==> config.mk <==
export PLATFORM = sky130hd
export DESIGN_NAME = fcbf_ram
export DESIGN_NICKNAME = d
export VERILOG_FILES = /design/src/hw/rtl/fcbf_ram.sv
export SDC_FILE = /design/constraint.sdc
export NUM_CORES = 1
export LEC_CHECK = 0
export CAP_MARGIN = 20
export CELL_PAD_IN_SITES_DETAIL_PLACEMENT = 1
export CELL_PAD_IN_SITES_GLOBAL_PLACEMENT = 2
export CORE_ASPECT_RATIO = 1.5
export CORE_MARGIN = 1
export CORE_UTILIZATION = 49
export CTS_BUF_LIST = sky130_fd_sc_hd__clkbuf_2
export DETAILED_ROUTE_END_ITERATION = 10
export DONT_BUFFER_PORTS = 1
export PLACE_DENSITY = 0.81
export SYNTH_ARGS = -nofsm -noshare
export SYNTH_HDL_FRONTEND = slang
export SYNTH_SLANG_ARGS = --single-unit
==> constraint.sdc <==
create_clock -name clk -period 3.99 [get_ports clk]
set_input_delay 0 -clock clk [delete_from_list [all_inputs] [get_ports clk]]
set_output_delay 0 -clock clk [all_outputs]
set_load 0.02 [all_outputs]
==> src/hw/rtl/fcbf_ram.sv <==
// Generic single-write, single-read synchronous RAM with registered read.
// No dependencies.
module fcbf_ram #(
  parameter int WIDTH = 8,
  parameter int DEPTH = 16,
  localparam int AW = $clog2(DEPTH)
) (
  input  logic             clk,
  input  logic             we,
  input  logic [AW-1:0]    waddr,
  input  logic [WIDTH-1:0] wdata,
  input  logic [AW-1:0]    raddr,
  output logic [WIDTH-1:0] rdata
);

  logic [WIDTH-1:0] mem [DEPTH];

  // write port
  always_ff @(posedge clk) begin
    if (we) begin
      mem[waddr] <= wdata;
    end
  end

  // registered read port
  always_ff @(posedge clk) begin
    rdata <= mem[raddr];
  end

endmodule
Word level (Yosys, flattened, before mapping)
Memories as Yosys holds them, arrays and structs flattened. A register that Yosys moved wholly into a read port is not among the register bits. Cells that the tools add are included.

Muxes and demuxes: 2.

Operators with widths (count): 2-to-1 mux 1 bit (2).

Memories kept: 1. Logic and storage cells: 3. RAM bits: 128. Bits of input ports: 18. Register bits after elaboration: 0. Output and inout bits: 8.

Memories: mem (words 16, bits a word 8, rd ports 1, clocked after Yosys merged registers in 1, write ports 1, RTL line 16) `logic [WIDTH-1:0] mem [DEPTH];`.

Depth between registers and ports, before layout
Depth after elaboration: 2. Mapped depth: 5. Mapped depth without buffers: 3.

Least setup slack after synthesis
No wires, ideal clock.

Path type: input-to-reg. Start: input waddr[2]. End: memory mem[0][0] (enable). Arrival: 1.110 ns. Path slack: 2.497 ns. Buffers on the path: 0. Stages on the path: 2. Data required time: 3.607 ns. Library setup time: 0.383 ns. Path through: or3b_2 > nor3_1.

RTL lines: from (decl) (RTL line 10) `input logic [AW-1:0] waddr,`; to (decl) (RTL line 16).

No word-level cell before the write port.

==> reports/results.tsv <==
metric	value	unit
hold_path.class	input port to register	
viasPerCell	5.61	
use_met3	0.0465	
n_fill_cell	887	
grt_overflow	0	
path_clk_slew	0.18	ns
worstSetupPathType	register to register	
syn_nets	247	
cts_tree	built	
final_common_cell	edfxtp_1	
required	4.55	ns
crit_fanout	1	
clk_latency	0.64	ns
io_buffers	0	
cts_buffer_depth	2	
postCtsSetupBuffers	0	
syn_area	5150	um2
ir_drop	0.226	mV
holdPathStages	4	
final_cell_mix	128 x edfxtp_1, 34 x dlygate4sd3_1, 18 x mux4_2, 18 x clkbuf_2, 16 x a22oi_1	
grt_max_degree	33	
fmax	0.347	GHz
die_w	85.7	um
grt_pass1_wl	15300	um
dp_cells	363	
slew_viol_final	0	
drive_above_1_share	0.183	
min_period_over_period	0.722	
start_util	0.505	
cts_root_buffer	clkbuf_2	
r2r_start	mem[14][2]$_DFFE_PP_	
antenna_left	0	
cp_slowest_cell	dlygate4sd3_1	
vias	2425	
first_pass_iters	4	
tightest_slew	1.01	ns
ys_types	19	
yosysWarnings	0	
multiInputGateArea	1060	um2
r2r_cells	6	
startpoint_type	register	
grt.busiest_layer	met2	
yosysSeqAreaShare	0.778	
maxSlewHeadroom	0.327	
fin_tns_setup	0	ns
ctsHtreeMaxLevel	4	
remaining_drc_errors	0	
drt-wirelength-per-cell	23.8	um
dp_hpwl	5930	um
outcome	completed	
globalRouteTotalUtil	0.207	
yosys.area.top_type	edfxtp_1	
p_leak	1.91	nW
row_count	45	
cts_sinks	136	
power.density	440	nW/um2
holdCritStartpoint	raddr[0]	
reg2reg_to	rdata[2]$_DFF_P_	
synth.top_cell.area_share	0.747	
dieArea	10900	um2
synthCells	229	
avgSynthCellArea	22.5	um2
cp.arrival	3.45	ns
cp_slowest_stage_delay	0.59	ns
grt_pass1_vias	2587	
core	10200	um2
drv_cap	0	
finalHoldViolCount	0	
seq_area	4000	um2
setup_viol	0	
drtIter0Drc	137	
regToRegSetupSlack	1.11	ns
fin_nets	295	
path_common_cell	dlygate4sd3_1	
area_growth	14.4	%
cts_buffers	17	
drt_wl_total	10300	um
min_period	2.88	ns
gp_congestion	0.725	
use_met2	0.350	
min_to	rdata[3]$_DFF_P_	
stdcell_count	432	
die_h	128	um
fin_skew	0.0189	ns
antenna_found_initial	1	
synth.area.top_cells	edfxtp_1 75%, mux4_2 7.9%, mux4_1 7.1%, dfxtp_1 3.1%, a22oi_1 2.3%	
crit_chain	mux4_2 > dlygate4sd3_1 > a22oi_1 > dlygate4sd3_1 > nand2_1 > dlygate4sd3_1	
ys_ff_latch	136	
globalRouteMet1Util	0.250	
end_kind	register	
ioPinCount	26	
rsz0062_at_grt	no	
==> Yosys cell counts (all sizes together) <==
cell type	n
dfxtp	8
edfxtp	128
nand2b	2
and2b	1
a22oi	16
clkdlybuf4s25	3
buf	7
nor2	13
mux4	32
and2	1
nor2b	1
or3b	1
nand2	9
nor3	4
nand3b	2
nand3	1
==> per-stage QoR <==
stage	power [mW]	area [um2]	worst slack (ns)	hold slack, ns	utilization
after detailed placement	1.74	5260	2.13	0.0994	0.516
after CTS	2.62	5890	1.17	0.187	0.578
final	2.59	5890	1.11	0.249	0.578
after global routing	2.67	5890	1.06	0.214	0.578
after global placement	1.73	5260	2.24	0.0996	0.516
after floorplan	1.73	5150	2.50	0.0989	-
==> area by class of cell <==
cell class	count	area share
multi-input cells	83	0.180
well taps	141	0.0300
clock inverters	14	0.0266
repair buffers	39	0.0684
flip-flops and latches	136	0.680
clock buffers	18	0.0153
diodes	1	0.000425
==> flip-flops by register name, indices dropped and copies added (netlist names) <==
signal,flops
rdata,8
mem,128
==> power by group <==
group          leakage [nW]  total [mW]  switching, mW  internal (mW)
Sequential             1.22        1.62         0.0213           1.60
Clock                 0.143       0.818          0.474          0.344
Combinational         0.541       0.157         0.0810         0.0763
==> critical path, delay by kind of cell (launching register included) <==
kind,cells,cell delay [ns]
and+or+nand+nor,1,0.05
DFF,1,0.40
buffers and inverters,3,1.72
muxes,1,0.47
AOI/OAI and AO/OA,1,0.16
==> per-layer routing <==
metal	share of wire	up-vias
met4	0.024	0
met3	0.047	16
met1	0.39	1263
li1	-	1067
met5	0	-
met2	0.53	79
==> kinds of logic (layout without fill, tap and decap cells) <==
logic type / count (synthesis) / count (layout) / synth area share
multiplexers: 32 / 32 / 0.150
AO/OA/AOI/OAI: 16 / 16 / 0.0233
AND/OR/NAND/NOR: 35 / 35 / 0.0318
buffers and inverters: 10 / 71 / 0.0168
other: 0 / 1 / 0
flip-flops: 136 / 136 / 0.778
==> worst max path at each step <==
| stage | slack (ns) | end | startpoint | depth (start not counted) |
|---|---|---|---|---|
| 2_1_floorplan | 2.50 | mem[0][0]$_DFFE_PP_ | waddr[2] | 2 |
| 3_3_place_gp | 2.24 | mem[0][1]$_DFFE_PP_ | waddr[2] | 2 |
| 3_5_place_dp | 2.13 | mem[0][2]$_DFFE_PP_ | waddr[2] | 2 |
| 4_1_cts | 1.17 | rdata[7]$_DFF_P_ | mem[14][7]$_DFFE_PP_ | 6 |
| 5_1_grt | 1.06 | rdata[2]$_DFF_P_ | mem[12][2]$_DFFE_PP_ | 6 |
| 6_report | 1.11 | rdata[2]$_DFF_P_ | mem[14][2]$_DFFE_PP_ | 6 |
==> repair_timing <==
action / CTS / global route
endpoints found under the hold margin: 264 / 0
resized for setup: 0 / 0
hold buffers: 36 / 0
No activity file was read; power rests on OpenSTA's default activity.
